===== config.mk =====
export PLATFORM = sky130hd
export DESIGN_NAME = rmid_riff_chunk_demux_unit_flat
export DESIGN_NICKNAME = d
export VERILOG_FILES = /design/src/rcd_pkg.sv /design/src/rcd_in_if.sv /design/src/rcd_out_if.sv /design/src/rcd_front.sv /design/src/rcd_queue.sv /design/src/rcd_back.sv /design/src/rmid_riff_chunk_demux_unit.sv /design/src/flat_wrapper.sv
export SDC_FILE = /design/constraint.sdc
export NUM_CORES = 2
export LEC_CHECK = 0
export BUFFER_PORTS_ARGS = -buffer_cell sky130_fd_sc_hd__clkbuf_2
export CAP_MARGIN = 20
export CORE_UTILIZATION = 55
export CTS_BUF_LIST = sky130_fd_sc_hd__clkbuf_16
export DETAILED_ROUTE_END_ITERATION = 12
export PLACE_DENSITY = 0.73
export REMOVE_ABC_BUFFERS = 1
export SETUP_SLACK_MARGIN = 0.4
export SYNTH_ARGS = -nofsm -noshare
export SYNTH_HDL_FRONTEND = slang
export SYNTH_SLANG_ARGS = --single-unit

===== constraint.sdc =====
create_clock -name i_clk -period 15 [get_ports i_clk]
set_input_delay 0.75 -clock i_clk [delete_from_list [all_inputs] [get_ports i_clk]]
set_output_delay 0.75 -clock i_clk [all_outputs]
set_load 0.05 [all_outputs]

===== src/rcd_pkg.sv =====
// Shared types, tag constants and helper functions for the RMID chunk demux.
// No dependencies; rcd_front, rcd_queue, rcd_back and the top level use it.
`default_nettype none
package rcd_pkg;

    // Result kinds
    localparam logic [2:0] K_MIDI  = 3'd0;
    localparam logic [2:0] K_BANK  = 3'd1;
    localparam logic [2:0] K_INFO  = 3'd2;
    localparam logic [2:0] K_EMPTY = 3'd3;
    localparam logic [2:0] K_ERROR = 3'd4;
    localparam logic [2:0] K_DONE  = 3'd5;

    // Info field codes
    localparam logic [3:0] FC_NAME      = 4'd0;
    localparam logic [3:0] FC_ARTIST    = 4'd1;
    localparam logic [3:0] FC_ALBUM     = 4'd2;
    localparam logic [3:0] FC_GENRE     = 4'd3;
    localparam logic [3:0] FC_PICTURE   = 4'd4;
    localparam logic [3:0] FC_COPYRIGHT = 4'd5;
    localparam logic [3:0] FC_COMMENT   = 4'd6;
    localparam logic [3:0] FC_DATE      = 4'd7;
    localparam logic [3:0] FC_ENCODING  = 4'd8;
    localparam logic [3:0] FC_ENGINEER  = 4'd9;
    localparam logic [3:0] FC_SOFTWARE  = 4'd10;
    localparam logic [3:0] FC_SUBJECT   = 4'd11;
    localparam logic [3:0] FC_MIDI_ENC  = 4'd12;
    localparam logic [3:0] FC_DBNK      = 4'd13;
    localparam logic [3:0] FC_NONE      = 4'd14;

    // Header replay length and last index
    localparam int          HDR_LEN  = 12;
    localparam logic [3:0]  HDR_LAST = 4'd11;
    localparam logic [31:0] HEAD_LEN = 32'd20;

    typedef logic [HDR_LEN-1:0][7:0] t_hdr;

    // One result item
    typedef struct packed {
        logic [2:0]  kind;
        logic [7:0]  out_byte;
        logic [3:0]  field_code;
        logic        first_of_region;
        logic        last_of_region;
        logic [15:0] bank_ofs;
        logic        bank_is_dls;
        logic        has_bank;
    } t_res;

    // Work handed from the parser to the output sequencer for one byte
    typedef struct packed {
        logic        main_vld;
        logic [2:0]  main_kind;
        logic [7:0]  main_byte;
        logic [3:0]  main_code;
        logic        main_first;
        logic        main_last;
        logic        replay;
        logic        replay_last;
        t_hdr        hdr;
        logic        done_vld;
        logic [15:0] done_off;
        logic        done_dls;
        logic        done_has;
    } t_cmd;

    // Four bytes starting at i, first byte in the top lane
    function automatic logic [31:0] tag_at(input t_hdr hb, input logic [3:0] i);
        tag_at = {hb[i], hb[i + 4'd1], hb[i + 4'd2], hb[i + 4'd3]};
    endfunction

    // Little-endian word starting at i
    function automatic logic [31:0] le32_at(input t_hdr hb, input logic [3:0] i);
        le32_at = {hb[i + 4'd3], hb[i + 4'd2], hb[i + 4'd1], hb[i]};
    endfunction

    function automatic logic [7:0] to_lower(input logic [7:0] c);
        to_lower = (c >= 8'h41 && c <= 8'h5A) ? c + 8'd32 : c;
    endfunction

    function automatic logic [31:0] tag_lower(input logic [31:0] t);
        tag_lower = {to_lower(t[31:24]), to_lower(t[23:16]),
                     to_lower(t[15:8]), to_lower(t[7:0])};
    endfunction

    // Map a field tag to its code
    function automatic logic [3:0] field_of(input logic [31:0] t);
        case (t)
            "INAM":  field_of = FC_NAME;
            "IART":  field_of = FC_ARTIST;
            "IALB":  field_of = FC_ALBUM;
            "IPRD":  field_of = FC_ALBUM;
            "IGNR":  field_of = FC_GENRE;
            "IPIC":  field_of = FC_PICTURE;
            "ICOP":  field_of = FC_COPYRIGHT;
            "ICMT":  field_of = FC_COMMENT;
            "ICRD":  field_of = FC_DATE;
            "ICRT":  field_of = FC_DATE;
            "IENC":  field_of = FC_ENCODING;
            "IENG":  field_of = FC_ENGINEER;
            "ISFT":  field_of = FC_SOFTWARE;
            "ISBJ":  field_of = FC_SUBJECT;
            "MENC":  field_of = FC_MIDI_ENC;
            "DBNK":  field_of = FC_DBNK;
            default: field_of = FC_NONE;
        endcase
    endfunction

endpackage
`default_nettype wire


===== src/rcd_in_if.sv =====
// Input byte channel: valid/ready plus one file byte.
// No dependencies.
`default_nettype none
interface rcd_in_if;
    logic       valid;
    logic       ready;
    logic [7:0] data_byte;

    modport source (output valid, output data_byte, input ready);
    modport sink   (input valid, input data_byte, output ready);
endinterface
`default_nettype wire


===== src/rcd_out_if.sv =====
// Result channel: valid/ready plus the result fields.
// No dependencies.
`default_nettype none
interface rcd_out_if;
    logic        valid;
    logic        ready;
    logic [2:0]  kind;
    logic [7:0]  out_byte;
    logic [3:0]  field_code;
    logic        first_of_region;
    logic        last_of_region;
    logic [15:0] bank_ofs;
    logic        bank_is_dls;
    logic        has_bank;

    modport source (output valid, output kind, output out_byte, output field_code,
                    output first_of_region, output last_of_region, output bank_ofs,
                    output bank_is_dls, output has_bank, input ready);
    modport sink   (input valid, input kind, input out_byte, input field_code,
                    input first_of_region, input last_of_region, input bank_ofs,
                    input bank_is_dls, input has_bank, output ready);
endinterface
`default_nettype wire


===== src/rcd_front.sv =====
// Parser front end: accepts file bytes, walks the RIFF chunk structure and
// pushes one command per producing byte. Depends on rcd_pkg and rcd_in_if.
`default_nettype none
module rcd_front (
    input  wire logic          i_clk,
    input  wire logic          i_rst_n,
    input  wire logic [31:0]   i_file_size,
    input  wire logic          i_room,
    rcd_in_if.sink             i_in,
    output logic               o_push,
    output rcd_pkg::t_cmd      o_cmd
);

    typedef enum logic [3:0] {
        PH_HEAD, PH_PAYLOAD, PH_SKIP, PH_CHUNKHDR, PH_SUBTYPE,
        PH_LISTTYPE, PH_BANK, PH_FIELDHDR, PH_FIELDDATA, PH_TAIL
    } t_phase;

    t_phase        r_phase, n_phase, r_resume, n_resume, ph;
    logic [31:0]   r_pos;
    rcd_pkg::t_hdr r_hb, n_hb;
    logic [31:0]   r_riff, n_riff;
    logic [32:0]   r_chunk_end, n_chunk_end;
    logic [32:0]   r_list_end, n_list_end;
    logic [32:0]   r_field_end, n_field_end;
    logic [32:0]   r_skip, n_skip;
    logic [3:0]    r_field, n_field;
    logic [3:0]    r_seen, n_seen;
    logic [15:0]   r_offset, n_offset;
    logic          r_failed, n_failed;
    logic [3:0]    r_hdr, n_hdr;

    logic          acc, active, work, err;
    logic [7:0]    b;
    logic [32:0]   nx, fs;
    logic          jmp_after, jmp_field;
    logic [33:0]   jf_ip, ce_pad, sum34;
    logic [31:0]   len32;
    logic [3:0]    idx, code;
    logic          bank_dls, bank_any;
    logic [15:0]   off;
    rcd_pkg::t_cmd cmd;

    assign i_in.ready = i_room;
    assign acc    = i_in.valid & i_in.ready;
    assign b      = i_in.data_byte;
    assign nx     = {1'b0, r_pos} + 33'd1;
    assign fs     = {1'b0, i_file_size};
    assign active = acc && (r_pos < i_file_size);
    assign work   = active && !r_failed;

    // Parse one byte
    always_comb begin
        n_phase     = r_phase;
        n_resume    = r_resume;
        n_hb        = r_hb;
        n_riff      = r_riff;
        n_chunk_end = r_chunk_end;
        n_list_end  = r_list_end;
        n_field_end = r_field_end;
        n_skip      = r_skip;
        n_field     = r_field;
        n_seen      = r_seen;
        n_offset    = r_offset;
        n_failed    = r_failed;
        n_hdr       = r_hdr;
        err         = 1'b0;
        jmp_after   = 1'b0;
        jmp_field   = 1'b0;
        jf_ip       = '0;
        ce_pad      = '0;
        len32       = '0;
        idx         = '0;
        code        = rcd_pkg::FC_NONE;
        bank_dls    = 1'b0;
        bank_any    = 1'b0;
        sum34       = '0;
        cmd         = '0;

        ph = (r_phase == PH_SKIP && {1'b0, r_pos} == r_skip) ? r_resume : r_phase;
        if (work) begin
            n_phase = ph;
            case (ph)
                PH_HEAD: begin
                    if (i_file_size < rcd_pkg::HEAD_LEN) begin
                        err = 1'b1;
                    end else begin
                        idx = (r_pos < 32'd12) ? r_pos[3:0] : {1'b0, r_pos[2:0] + 3'd4};
                        n_hb[idx] = b;
                        if (r_pos >= 32'd4 && r_pos <= 32'd7) begin
                            n_riff[8*r_pos[1:0] +: 8] = r_riff[8*r_pos[1:0] +: 8] | b;
                        end
                        if (r_pos == 32'd7 && ({2'b0, n_riff} + 34'd8) > {1'b0, fs}) begin
                            err = 1'b1;
                        end
                        if (r_pos == 32'd11 && rcd_pkg::tag_at(n_hb, 4'd8) != "RMID") begin
                            err = 1'b1;
                        end
                        if (r_pos == 32'd15 && rcd_pkg::tag_at(n_hb, 4'd0) != "data") begin
                            err = 1'b1;
                        end
                        if (r_pos == 32'd19) begin
                            len32 = rcd_pkg::le32_at(n_hb, 4'd4);
                            if (len32 > i_file_size - rcd_pkg::HEAD_LEN) begin
                                err = 1'b1;
                            end else begin
                                n_chunk_end = {1'b0, len32} + 33'd20;
                                if (len32 == '0) jmp_after = 1'b1;
                                else n_phase = PH_PAYLOAD;
                            end
                        end
                    end
                end
                PH_PAYLOAD: begin
                    cmd.main_vld   = 1'b1;
                    cmd.main_kind  = rcd_pkg::K_MIDI;
                    cmd.main_byte  = b;
                    cmd.main_first = (r_pos == rcd_pkg::HEAD_LEN);
                    cmd.main_last  = (nx == r_chunk_end);
                    if (nx >= r_chunk_end) jmp_after = 1'b1;
                end
                PH_CHUNKHDR: begin
                    n_hb[{1'b0, r_hdr[2:0]}] = b;
                    n_hdr = r_hdr + 4'd1;
                    if (n_hdr >= 4'd8) begin
                        len32 = rcd_pkg::le32_at(n_hb, 4'd4);
                        sum34 = {1'b0, nx} + {2'b0, len32};
                        n_chunk_end = (sum34 > {1'b0, fs}) ? fs : sum34[32:0];
                        if (len32 >= 32'd4 && ({1'b0, nx} + 34'd4) <= {1'b0, fs} &&
                            rcd_pkg::tag_at(n_hb, 4'd0) == "RIFF") begin
                            n_phase = PH_SUBTYPE;
                        end else if (len32 >= 32'd4 && ({1'b0, nx} + 34'd4) <= {1'b0, fs} &&
                                     rcd_pkg::tag_at(n_hb, 4'd0) == "LIST") begin
                            n_phase = PH_LISTTYPE;
                        end else begin
                            jmp_after = 1'b1;
                        end
                    end
                end
                PH_SUBTYPE, PH_LISTTYPE: begin
                    n_hb[(r_hdr < rcd_pkg::HDR_LAST) ? r_hdr : rcd_pkg::HDR_LAST] = b;
                    n_hdr = r_hdr + 4'd1;
                    if (n_hdr >= 4'd12) begin
                        if (ph == PH_LISTTYPE) begin
                            if (rcd_pkg::tag_at(n_hb, 4'd8) == "INFO") begin
                                n_list_end = r_chunk_end;
                                jmp_field  = 1'b1;
                                jf_ip      = {1'b0, nx};
                            end else begin
                                jmp_after = 1'b1;
                            end
                        end else begin
                            bank_dls = rcd_pkg::tag_lower(rcd_pkg::tag_at(n_hb, 4'd8)) == "dls ";
                            bank_any = bank_dls ||
                                rcd_pkg::tag_lower(rcd_pkg::tag_at(n_hb, 4'd8)) == "sfbk" ||
                                rcd_pkg::tag_lower(rcd_pkg::tag_at(n_hb, 4'd8)) == "sfpk";
                            if (bank_any) begin
                                n_seen = r_seen | 4'b1000 | (bank_dls ? 4'b0100 : 4'b0001);
                                cmd.main_vld    = 1'b1;
                                cmd.main_kind   = rcd_pkg::K_BANK;
                                cmd.replay      = 1'b1;
                                cmd.replay_last = (nx >= r_chunk_end);
                                cmd.hdr         = n_hb;
                                if (nx >= r_chunk_end) jmp_after = 1'b1;
                                else n_phase = PH_BANK;
                            end else begin
                                jmp_after = 1'b1;
                            end
                        end
                    end
                end
                PH_BANK: begin
                    cmd.main_vld  = 1'b1;
                    cmd.main_kind = rcd_pkg::K_BANK;
                    cmd.main_byte = b;
                    cmd.main_last = (nx == r_chunk_end);
                    if (nx >= r_chunk_end) jmp_after = 1'b1;
                end
                PH_FIELDHDR: begin
                    n_hb[{1'b0, r_hdr[2:0]}] = b;
                    n_hdr = r_hdr + 4'd1;
                    if (n_hdr >= 4'd8) begin
                        len32 = rcd_pkg::le32_at(n_hb, 4'd4);
                        sum34 = {1'b0, nx} + {2'b0, len32};
                        n_field_end = (sum34 > {1'b0, r_list_end}) ? r_list_end : sum34[32:0];
                        code = rcd_pkg::field_of(rcd_pkg::tag_at(n_hb, 4'd0));
                        if (code == rcd_pkg::FC_DBNK) begin
                            n_seen = r_seen | 4'b0010;
                            if ((n_field_end - nx) < 33'd2) code = rcd_pkg::FC_NONE;
                        end
                        n_field = code;
                        n_hdr   = '0;
                        if (n_field_end == nx) begin
                            if (code <= rcd_pkg::FC_MIDI_ENC) begin
                                cmd.main_vld   = 1'b1;
                                cmd.main_kind  = rcd_pkg::K_EMPTY;
                                cmd.main_code  = code;
                                cmd.main_first = 1'b1;
                                cmd.main_last  = 1'b1;
                            end
                            jmp_field = 1'b1;
                            jf_ip     = {1'b0, n_field_end} + {33'b0, n_field_end[0]};
                        end else begin
                            n_phase = PH_FIELDDATA;
                        end
                    end
                end
                PH_FIELDDATA: begin
                    if (r_field <= rcd_pkg::FC_MIDI_ENC) begin
                        cmd.main_vld   = 1'b1;
                        cmd.main_kind  = rcd_pkg::K_INFO;
                        cmd.main_byte  = b;
                        cmd.main_code  = r_field;
                        cmd.main_first = (r_hdr == 4'd0);
                        cmd.main_last  = (nx == r_field_end);
                    end else if (r_field == rcd_pkg::FC_DBNK) begin
                        if (r_hdr == 4'd0) n_offset[7:0] = b;
                        else if (r_hdr == 4'd1) n_offset[15:8] = b;
                    end
                    if (r_hdr < 4'd2) n_hdr = r_hdr + 4'd1;
                    if (nx >= r_field_end) begin
                        jmp_field = 1'b1;
                        jf_ip     = {1'b0, r_field_end} + {33'b0, r_field_end[0]};
                    end
                end
                default: begin
                end
            endcase

            // Resolve jumps to the next field or the next chunk
            if (jmp_field) begin
                if (jf_ip + 34'd8 <= {1'b0, n_list_end}) begin
                    n_hdr    = '0;
                    n_skip   = jf_ip[32:0];
                    n_resume = PH_FIELDHDR;
                    n_phase  = PH_SKIP;
                end else begin
                    jmp_after = 1'b1;
                end
            end
            ce_pad = {1'b0, n_chunk_end} + {33'b0, n_chunk_end[0]};
            if (jmp_after) begin
                if (n_chunk_end >= fs || ce_pad + 34'd8 > {1'b0, fs}) begin
                    n_phase = PH_TAIL;
                end else begin
                    n_hdr    = '0;
                    n_skip   = ce_pad[32:0];
                    n_resume = PH_CHUNKHDR;
                    n_phase  = PH_SKIP;
                end
            end

            if (err) begin
                n_failed      = 1'b1;
                cmd           = '0;
                cmd.main_vld  = 1'b1;
                cmd.main_kind = rcd_pkg::K_ERROR;
            end else if (nx == fs) begin
                cmd.done_vld = 1'b1;
                cmd.done_dls = n_seen[2];
                cmd.done_has = n_seen[3];
                cmd.done_off = off;
            end
        end
    end

    // Apply the default bank offset rules
    always_comb begin
        off = n_offset;
        if (n_seen[0] && !n_seen[1]) off = 16'd1;
        if (n_seen[2]) off = 16'd0;
        if (!n_seen[3]) off = 16'd0;
    end

    assign o_push = cmd.main_vld | cmd.done_vld;
    assign o_cmd  = cmd;

    // Hold parser state
    always_ff @(posedge i_clk) begin
        if (!i_rst_n) begin
            r_phase     <= PH_HEAD;
            r_resume    <= PH_HEAD;
            r_pos       <= '0;
            r_hb        <= '0;
            r_riff      <= '0;
            r_chunk_end <= '0;
            r_list_end  <= '0;
            r_field_end <= '0;
            r_skip      <= '0;
            r_field     <= '0;
            r_seen      <= '0;
            r_offset    <= '0;
            r_failed    <= 1'b0;
            r_hdr       <= '0;
        end else begin
            if (active) r_pos <= nx[31:0];
            r_phase     <= n_phase;
            r_resume    <= n_resume;
            r_hb        <= n_hb;
            r_riff      <= n_riff;
            r_chunk_end <= n_chunk_end;
            r_list_end  <= n_list_end;
            r_field_end <= n_field_end;
            r_skip      <= n_skip;
            r_field     <= n_field;
            r_seen      <= n_seen;
            r_offset    <= n_offset;
            r_failed    <= n_failed;
            r_hdr       <= n_hdr;
        end
    end

`ifndef SYNTHESIS
    // Once failed, the parser stays failed and pushes nothing
    a_failed_sticky: assert property (@(posedge i_clk) disable iff (!i_rst_n)
        r_failed |=> r_failed) else $error("failed flag cleared");
    a_failed_quiet: assert property (@(posedge i_clk) disable iff (!i_rst_n)
        r_failed |-> !o_push) else $error("push after failure");
    a_err_alone: assert property (@(posedge i_clk) disable iff (!i_rst_n)
        (o_push && o_cmd.main_kind == rcd_pkg::K_ERROR && o_cmd.main_vld) |-> !o_cmd.done_vld)
        else $error("error pushed with done");
`endif

endmodule
`default_nettype wire


===== src/rcd_queue.sv =====
// Command queue between parser and output sequencer.
// Depends on rcd_pkg.
`default_nettype none
module rcd_queue #(
    parameter int DEPTH = 4
) (
    input  wire logic          i_clk,
    input  wire logic          i_rst_n,
    input  wire logic          i_push,
    input  wire rcd_pkg::t_cmd i_cmd,
    output logic               o_room,
    output logic               o_vld,
    output rcd_pkg::t_cmd      o_cmd,
    input  wire logic          i_pop
);

    localparam int AW = (DEPTH > 1) ? $clog2(DEPTH) : 1;
    localparam int CW = $clog2(DEPTH + 1);
    localparam logic [AW-1:0] LAST = AW'(DEPTH - 1);

    rcd_pkg::t_cmd r_mem [DEPTH];
    logic [AW-1:0] r_wp, r_rp;
    logic [CW-1:0] r_count;
    logic          push, pop;

    assign o_room = (r_count < CW'(DEPTH));
    assign o_vld  = (r_count != '0);
    assign o_cmd  = r_mem[r_rp];
    assign push   = i_push && o_room;
    assign pop    = i_pop && o_vld;

    // Store entries
    always_ff @(posedge i_clk) begin
        if (push) r_mem[r_wp] <= i_cmd;
    end

    // Advance pointers and count
    always_ff @(posedge i_clk) begin
        if (!i_rst_n) begin
            r_wp    <= '0;
            r_rp    <= '0;
            r_count <= '0;
        end else begin
            if (push) r_wp <= (r_wp == LAST) ? '0 : r_wp + AW'(1);
            if (pop)  r_rp <= (r_rp == LAST) ? '0 : r_rp + AW'(1);
            if (push && !pop) r_count <= r_count + CW'(1);
            else if (pop && !push) r_count <= r_count - CW'(1);
        end
    end

`ifndef SYNTHESIS
    a_count_range: assert property (@(posedge i_clk) disable iff (!i_rst_n)
        r_count <= CW'(DEPTH)) else $error("queue count overflow");
    a_no_lost_push: assert property (@(posedge i_clk) disable iff (!i_rst_n)
        i_push |-> o_room) else $error("push into full queue");
    a_pop_count: assert property (@(posedge i_clk) disable iff (!i_rst_n)
        (pop && !push) |=> r_count == $past(r_count) - CW'(1)) else $error("pop miscount");
`endif

endmodule
`default_nettype wire


===== src/rcd_back.sv =====
// Output sequencer: expands commands into result items, replays a bank
// header byte by byte and drives the output register. Depends on rcd_pkg, rcd_out_if.
`default_nettype none
module rcd_back (
    input  wire logic          i_clk,
    input  wire logic          i_rst_n,
    input  wire logic          i_cvld,
    input  wire rcd_pkg::t_cmd i_cmd,
    output logic               o_pop,
    rcd_out_if.source          o_out
);

    logic          r_ovld;
    rcd_pkg::t_res r_res, res;
    logic [3:0]    r_cnt;
    logic          r_main_sent;
    logic          emit_main, fin_main, load;

    // Pick the next result of the head command
    always_comb begin
        res       = '0;
        emit_main = i_cmd.main_vld && !r_main_sent;
        fin_main  = 1'b1;
        if (emit_main) begin
            if (i_cmd.replay) begin
                res.kind            = rcd_pkg::K_BANK;
                res.out_byte        = i_cmd.hdr[r_cnt];
                res.first_of_region = (r_cnt == 4'd0);
                res.last_of_region  = (r_cnt == rcd_pkg::HDR_LAST) && i_cmd.replay_last;
                fin_main            = (r_cnt == rcd_pkg::HDR_LAST);
            end else begin
                res.kind            = i_cmd.main_kind;
                res.out_byte        = i_cmd.main_byte;
                res.field_code      = i_cmd.main_code;
                res.first_of_region = i_cmd.main_first;
                res.last_of_region  = i_cmd.main_last;
            end
        end else begin
            res.kind        = rcd_pkg::K_DONE;
            res.bank_ofs    = i_cmd.done_off;
            res.bank_is_dls = i_cmd.done_dls;
            res.has_bank    = i_cmd.done_has;
        end
    end

    assign load  = i_cvld && (!r_ovld || o_out.ready);
    assign o_pop = load && (!emit_main || (fin_main && !i_cmd.done_vld));

    // Hold sequencer state
    always_ff @(posedge i_clk) begin
        if (!i_rst_n) begin
            r_ovld      <= 1'b0;
            r_cnt       <= '0;
            r_main_sent <= 1'b0;
        end else begin
            if (load) r_ovld <= 1'b1;
            else if (o_out.ready) r_ovld <= 1'b0;
            if (load && emit_main && i_cmd.replay) begin
                r_cnt <= fin_main ? 4'd0 : r_cnt + 4'd1;
            end
            if (load) begin
                if (emit_main && fin_main && i_cmd.done_vld) r_main_sent <= 1'b1;
                else if (!emit_main) r_main_sent <= 1'b0;
            end
        end
    end

    // Load output payload
    always_ff @(posedge i_clk) begin
        if (load) r_res <= res;
    end

    assign o_out.valid           = r_ovld;
    assign o_out.kind            = r_res.kind;
    assign o_out.out_byte        = r_res.out_byte;
    assign o_out.field_code      = r_res.field_code;
    assign o_out.first_of_region = r_res.first_of_region;
    assign o_out.last_of_region  = r_res.last_of_region;
    assign o_out.bank_ofs        = r_res.bank_ofs;
    assign o_out.bank_is_dls     = r_res.bank_is_dls;
    assign o_out.has_bank        = r_res.has_bank;

`ifndef SYNTHESIS
    a_cnt_range: assert property (@(posedge i_clk) disable iff (!i_rst_n)
        r_cnt <= rcd_pkg::HDR_LAST) else $error("replay counter out of range");
    a_sent_has_cmd: assert property (@(posedge i_clk) disable iff (!i_rst_n)
        r_main_sent |-> i_cvld) else $error("main sent without command");
    a_done_flags: assert property (@(posedge i_clk) disable iff (!i_rst_n)
        (r_ovld && r_res.kind == rcd_pkg::K_DONE) |->
        (!r_res.first_of_region && !r_res.last_of_region)) else $error("done with region flags");
`endif

endmodule
`default_nettype wire


===== src/rmid_riff_chunk_demux_unit.sv =====
// Top level of the RMID chunk demux: file size register, parser, queue, sequencer.
// Depends on rcd_pkg, rcd_in_if, rcd_out_if, rcd_front, rcd_queue, rcd_back.
//
//   port          dir   handshake      payload
//   i_in          in    valid/ready    data_byte[7:0]
//   o_out         out   valid/ready    kind, out_byte, field_code, region flags, summary
//   i_cfg_wr_*    in    write enable   file_size[31:0]
//
// One byte per cycle in; one result per cycle out. A bank header replay gives
// 12 results for one byte (13 when that byte also ends the file), so after
// QUEUE_DEPTH - 1 more requests the queue fills and input stalls until the
// replay command leaves the queue. Output is registered; a stall on o_out backs up
// through the queue to i_in.ready. Synchronous active-low reset.
`default_nettype none
module rmid_riff_chunk_demux_unit #(
    parameter int QUEUE_DEPTH = 4
) (
    input  wire logic        i_clk,
    input  wire logic        i_rst_n,
    input  wire logic        i_cfg_wr_en,
    input  wire logic [31:0] i_cfg_wr_data,
    rcd_in_if.sink           i_in,
    rcd_out_if.source        o_out
);

    logic [31:0]   r_file_size;
    logic          room, push, q_vld, pop;
    rcd_pkg::t_cmd push_cmd, head_cmd;

    // Hold file size
    always_ff @(posedge i_clk) begin
        if (!i_rst_n) r_file_size <= '0;
        else if (i_cfg_wr_en) r_file_size <= i_cfg_wr_data;
    end

    rcd_front u_front (
        .i_clk       (i_clk),
        .i_rst_n     (i_rst_n),
        .i_file_size (r_file_size),
        .i_room      (room),
        .i_in        (i_in),
        .o_push      (push),
        .o_cmd       (push_cmd)
    );

    rcd_queue #(.DEPTH(QUEUE_DEPTH)) u_queue (
        .i_clk   (i_clk),
        .i_rst_n (i_rst_n),
        .i_push  (push),
        .i_cmd   (push_cmd),
        .o_room  (room),
        .o_vld   (q_vld),
        .o_cmd   (head_cmd),
        .i_pop   (pop)
    );

    rcd_back u_back (
        .i_clk   (i_clk),
        .i_rst_n (i_rst_n),
        .i_cvld  (q_vld),
        .i_cmd   (head_cmd),
        .o_pop   (pop),
        .o_out   (o_out)
    );

endmodule
`default_nettype wire

===== src/flat_wrapper.sv =====
// flat-port wrapper written by rule: the top's interface ports become plain ports
module rmid_riff_chunk_demux_unit_flat 
#(
    parameter int QUEUE_DEPTH = 4
)
  (i_clk, i_rst_n, i_cfg_wr_en, i_cfg_wr_data, i_in_valid, i_in_data_byte, i_in_ready, o_out_valid, o_out_kind, o_out_out_byte, o_out_field_code, o_out_first_of_region, o_out_last_of_region, o_out_bank_ofs, o_out_bank_is_dls, o_out_has_bank, o_out_ready);
  rcd_in_if i_in_i ();
  rcd_out_if o_out_i ();
  input  wire logic i_clk;
  input  wire logic i_rst_n;
  input  wire logic i_cfg_wr_en;
  input  wire logic [31:0] i_cfg_wr_data;
  input wire logic [$bits(i_in_i.valid)-1:0] i_in_valid;
  input wire logic [$bits(i_in_i.data_byte)-1:0] i_in_data_byte;
  output wire logic [$bits(i_in_i.ready)-1:0] i_in_ready;
  output wire logic [$bits(o_out_i.valid)-1:0] o_out_valid;
  output wire logic [$bits(o_out_i.kind)-1:0] o_out_kind;
  output wire logic [$bits(o_out_i.out_byte)-1:0] o_out_out_byte;
  output wire logic [$bits(o_out_i.field_code)-1:0] o_out_field_code;
  output wire logic [$bits(o_out_i.first_of_region)-1:0] o_out_first_of_region;
  output wire logic [$bits(o_out_i.last_of_region)-1:0] o_out_last_of_region;
  output wire logic [$bits(o_out_i.bank_ofs)-1:0] o_out_bank_ofs;
  output wire logic [$bits(o_out_i.bank_is_dls)-1:0] o_out_bank_is_dls;
  output wire logic [$bits(o_out_i.has_bank)-1:0] o_out_has_bank;
  input wire logic [$bits(o_out_i.ready)-1:0] o_out_ready;
  assign i_in_i.valid = i_in_valid;
  assign i_in_i.data_byte = i_in_data_byte;
  assign i_in_ready = i_in_i.ready;
  assign o_out_valid = o_out_i.valid;
  assign o_out_kind = o_out_i.kind;
  assign o_out_out_byte = o_out_i.out_byte;
  assign o_out_field_code = o_out_i.field_code;
  assign o_out_first_of_region = o_out_i.first_of_region;
  assign o_out_last_of_region = o_out_i.last_of_region;
  assign o_out_bank_ofs = o_out_i.bank_ofs;
  assign o_out_bank_is_dls = o_out_i.bank_is_dls;
  assign o_out_has_bank = o_out_i.has_bank;
  assign o_out_i.ready = o_out_ready;
  rmid_riff_chunk_demux_unit #(.QUEUE_DEPTH(QUEUE_DEPTH)) u_core (.i_clk(i_clk), .i_rst_n(i_rst_n), .i_cfg_wr_en(i_cfg_wr_en), .i_cfg_wr_data(i_cfg_wr_data), .i_in(i_in_i), .o_out(o_out_i));
endmodule

==> run summary <==
SETUP PATH
---------------------------------------------------------------------------------
CP Max Fanout                                                                  16
CP Class                                                               reg -> reg
Nature of the critical path endpoint                                     register
Cell with the biggest individual delay on the critical path          sky130_fd_sc_hd__nor4_1
FF-to-FF Start                                                       u_core.u_front.r_pos[1]
Reg2reg path depth                                                             53
R2r setup slk                                                              600 ps
Data required, critical path                                             15600 ps
Startpoint Class                                                         register
Longest individual stage delay on the worst path                           790 ps
WP data arrival                                                          15000 ps
Destination of the worst register-to-register timing path            u_core.u_front.r_skip[32]

GLOBAL ROUTING
---------------------------------------------------------------------------------
Global route total overflow                                                     0
All-Layer GR Usage                                                         46.10%
Wire length of the first global-routing pass                             401.7 mm
Number of antenna violations at the first check in global routing               8
Vias in the first global route                                              56020
Largest net degree at the start of global routing                             161

HOLD PATH
---------------------------------------------------------------------------------
Hold wc startpoint                                                   i_cfg_wr_data[19]
Classification of the worst-slack hold path                             in -> reg
Hold path cells                                                                 3
Hold Path Sink                                                       u_core.r_file_size[19]

CLOCK TREE
---------------------------------------------------------------------------------
Clock latency on the worst-skew pair                                       780 ps
CTS tree                                                                      yes
Buffer levels on the longest clock path                                         3
Number of hold buffers added after CTS                                          0
Level count of the clock H-tree                                                 3
Clock slew at reported path FFs                                             60 ps
Sink count of the clock tree                                                  951
Number of clock buffers inserted by TritonCTS                                 100
Root cell of the clock tree                                          sky130_fd_sc_hd__clkbuf_16

LOGIC SYNTHESIS
---------------------------------------------------------------------------------
Leading post-synthesis cells by cell area                            sky130_fd_sc_hd__edfxtp_1 26%, sky130_fd_sc_hd__dfxtp_1 11%, sky130_fd_sc_hd__ha_1 8.6%, sky130_fd_sc_hd__mux4_2 5.7%, sky130_fd_sc_hd__nor2_1 4.0%
Cell with the most instances after synthesis                         sky130_fd_sc_hd__nor2_1
Fraction of the mapped netlist area in compound gates                      15.22%
Netlist area before placement                                         65480 sq um
Mux cell area share after synthesis                                        9.413%
Dominant synthesized flop cell                                       sky130_fd_sc_hd__edfxtp_1
Number of register bits inferred by synthesis                                 951
Simple-gate portion of the synthesized area                                18.97%
Portion of synthesized cell area occupied by the leading cell type         26.37%
Proportion of synthesized chip area in sequential cells                    37.87%
Cell variety after synth                                                      118
Area share of xor/xnor cells in the synthesized design                     5.459%
Count of warnings emitted by yosys                                              0
Dominant combinational cell family by area after synthesis           simple AND/OR/NAND/NOR gates
Largest area contributor in the netlist                              sky130_fd_sc_hd__edfxtp_1
Adder-cell share of the synthesized area                                   8.725%
Fraction of synthesis flops using an asynchronous set or reset pin             0%
Top cells by instance count after synthesis                          705 x sky130_fd_sc_hd__nor2_1, 575 x sky130_fd_sc_hd__edfxtp_1, 544 x sky130_fd_sc_hd__nand2_1, 451 x sky130_fd_sc_hd__ha_1, 406 x sky130_fd_sc_hd__a21oi_1
EDFF count, synth                                                             575
Syn Area/Cell                                                         9.402 sq um
Gate count of the mapped netlist                                             6964

FINISH
---------------------------------------------------------------------------------
Final core occ                                                             61.29%
Area delta synth->final                                                    10.52%
Layout cell share with drive strength beyond 1                             12.43%
Fin nets                                                                     7606

DIE
---------------------------------------------------------------------------------
Horizontal die dimension                                                 347.0 um
Cell row count                                                                126
IO Count                                                                       82
Floorplan die area                                                   120400 sq um
Effective utilization at floorplan                                         55.45%
Die height                                                               347.0 um
Std-Cell Core Area                                                   118100 sq um

PWR
---------------------------------------------------------------------------------
Worst IR Drop VDD                                                        142.4 uV
Static leakage                                                           27.83 nW
Cell Pwr Density                                                     126.7 nW/um^2

OUTCOME
---------------------------------------------------------------------------------
Outcome                                                              finished, final reports clean

FLOW RUN
---------------------------------------------------------------------------------
Number of maximum-capacitance violations                                        0

TIMING
---------------------------------------------------------------------------------
Setup total negative slack                                                   0 ps
Worst slew pin tran                                                       1276 ps
Shortest clock period the worst path allows after layout                 14400 ps
Count of final max-slew check failures                                          0
Worst Clk Skew                                                           89.77 ps
Tcrit/Tclk final                                                           96.01%
Endpoints failing setup                                                         0
Max transition margin                                                      14.00%
Setup repair after global routing missed its margin                            no
Upper clock frequency limit                                             69.44 MHz
Hold Violations, Final                                                          0

ROUTE
---------------------------------------------------------------------------------
Avg WL per Cell                                                          32.64 um
First drt pass iteration count                                                  7
Detailed-route vias per instance                                            6.936
Count of vias placed by the detailed router                                 60580
Final routed DRC violation total                                                0
Remaining antenna violation count                                               0
Wire length after detailed routing                                       285.1 mm
DRC violation total after the first TritonRoute iteration                    8957

PLACE
---------------------------------------------------------------------------------
Number of buffer cells added on primary ports                                  81
Half-perimeter wire length of the detailed placement result              215.1 mm
GPL Wtd Cong                                                                1.068

worst max-delay path, delay by kind of cell (launching register included):
kind,cells,cell delay (ps)
buffers and inverters,8,1610
adder cells (fa/ha/maj),5,1490
flip-flops,1,410
AO/OA/AOI/OAI,23,5740
AND/OR/NAND/NOR,13,3800
multiplexers,2,780
XOR/XNOR,2,400
flip-flops by register name (all words and copies together), names as in the netlist, 3 cells and up, named ones only:
signal and count:
u_core.u_front.r_skip 33, u_core.u_back.o_out.bank_ofs 16, u_core.u_front.r_hdr 4, u_core.u_front.r_riff 32
u_core.u_front.r_phase 4, u_core.u_back.o_out.kind 3, u_core.u_front.r_hb 96, u_core.u_front.r_resume 4
u_core.u_queue.r_count 3, u_core.u_front.r_field 4, u_core.u_back.r_cnt 4, u_core.u_front.r_offset 16
u_core.u_back.o_out.out_byte 8, u_core.u_front.r_pos 32, u_core.u_back.o_out.field_code 4, u_core.u_queue.r_mem 540
u_core.u_front.r_list_end 33, u_core.u_front.r_chunk_end 33, u_core.u_front.r_field_end 33, u_core.u_front.r_seen 4
u_core.r_file_size 32
power breakdown:
part / internal (W) / total, W / switching (W)
registers: 0.00300 / 0.00319 / 0.000197
logic: 0.00124 / 0.00349 / 0.00225
clock network: 0.00136 / 0.00248 / 0.00112
total: 0.00559 / 0.00917 / 0.00357
repair_timing:
action | 4_1_cts | 5_1_grt
setup buffers | 0 | 4
cloned | 1 | 0
resized for setup | 5 | 26
endpoints found under the setup margin | 27 | 44
pin swaps | 1 | 5
cell type report:
class                      instances  area, sq um
timing repair buffer             386         2783
antenna                            8        20.02
clock buffer                     100         2502
multi-input combinational       5323        38270
fill                            9847        45710
sequential                       951        24800
tap                             1536         1922
clock inverter                    85        762.0
inverter                         345         1303
cell families (layout without fill, tap and decap cells):
kind of cell               count (synthesis)  in the layout
adders and majority gates                455            455
other                                      1             52
muxes                                    404            404
DFF                                      951            951
buffers and inverters                    734            916
xor gates and xnor gates                 405            405
and+or+nand+nor                         2509           2510
AOI/OAI and AO/OA                       1505           1505
routing by layer:
| layer | routed length [um] | vias up | global-route usage (%) |
|---|---|---|---|
| met2 | 121300 | 4235 | 68.74 |
| met1 | 105400 | 29130 | 58.22 |
| met3 | 31480 | 1061 | 10.40 |
| met4 | 26790 | 10 | 35.22 |
| li1 | - | 26140 | - |
| met5 | 62 | - | 0 |
placed cells by master, fill, tap and decap left out, types with 63 or more instances in the layout:
master	n
sky130_fd_sc_hd__dfxtp_1	372
sky130_fd_sc_hd__o21a_1	64
sky130_fd_sc_hd__and3_1	63
sky130_fd_sc_hd__clkbuf_2	81
sky130_fd_sc_hd__nor2_1	700
sky130_fd_sc_hd__nor3_1	276
sky130_fd_sc_hd__a21oi_1	404
sky130_fd_sc_hd__ha_1	447
sky130_fd_sc_hd__nand2_1	542
sky130_fd_sc_hd__nor2b_1	65
sky130_fd_sc_hd__mux4_2	166
sky130_fd_sc_hd__nand3_1	200
sky130_fd_sc_hd__clkbuf_16	100
sky130_fd_sc_hd__nor4_1	103
sky130_fd_sc_hd__a22oi_1	64
sky130_fd_sc_hd__a21o_1	124
sky130_fd_sc_hd__inv_1	366
sky130_fd_sc_hd__and2_1	76
sky130_fd_sc_hd__o21ai_0	276
sky130_fd_sc_hd__edfxtp_1	575
sky130_fd_sc_hd__nand4_1	158
sky130_fd_sc_hd__xnor2_1	301
sky130_fd_sc_hd__mux2i_1	204
sky130_fd_sc_hd__buf_4	296
sky130_fd_sc_hd__a211oi_1	131
sky130_fd_sc_hd__xor2_1	101
worst max path at each step:
stage,from,end,slack (ps),cells after the start
after floorplan,u_core.u_front.r_pos[0],u_core.u_queue.r_mem[0][0],-2100,36
after global placement,u_core.u_front.r_pos[1],u_core.u_front.r_skip[19],260,59
after detailed placement,u_core.u_front.r_pos[1],u_core.u_front.r_skip[19],240,58
after CTS,u_core.u_front.r_pos[2],u_core.u_front.r_skip[19],460,60
after global routing,u_core.u_front.r_pos[1],u_core.u_front.r_skip[8],400,60
final,u_core.u_front.r_pos[1],u_core.u_front.r_skip[32],600,53
metrics by stage:
step	total power, W	std cells	setup WS, ps	area (sq um)	hold slack, ps
after floorplan	0.005518	6618	-2102	64100	430.6
after global placement	0.006549	8532	263.0	68850	450.2
after detailed placement	0.006600	8535	239.3	68880	460.4
after CTS	0.009072	8721	460.2	72170	215.9
after global routing	0.009451	8726	402.0	72350	229.8
final	0.009166	8734	598.3	72370	235.2
(Power assumes the default switching activity.)
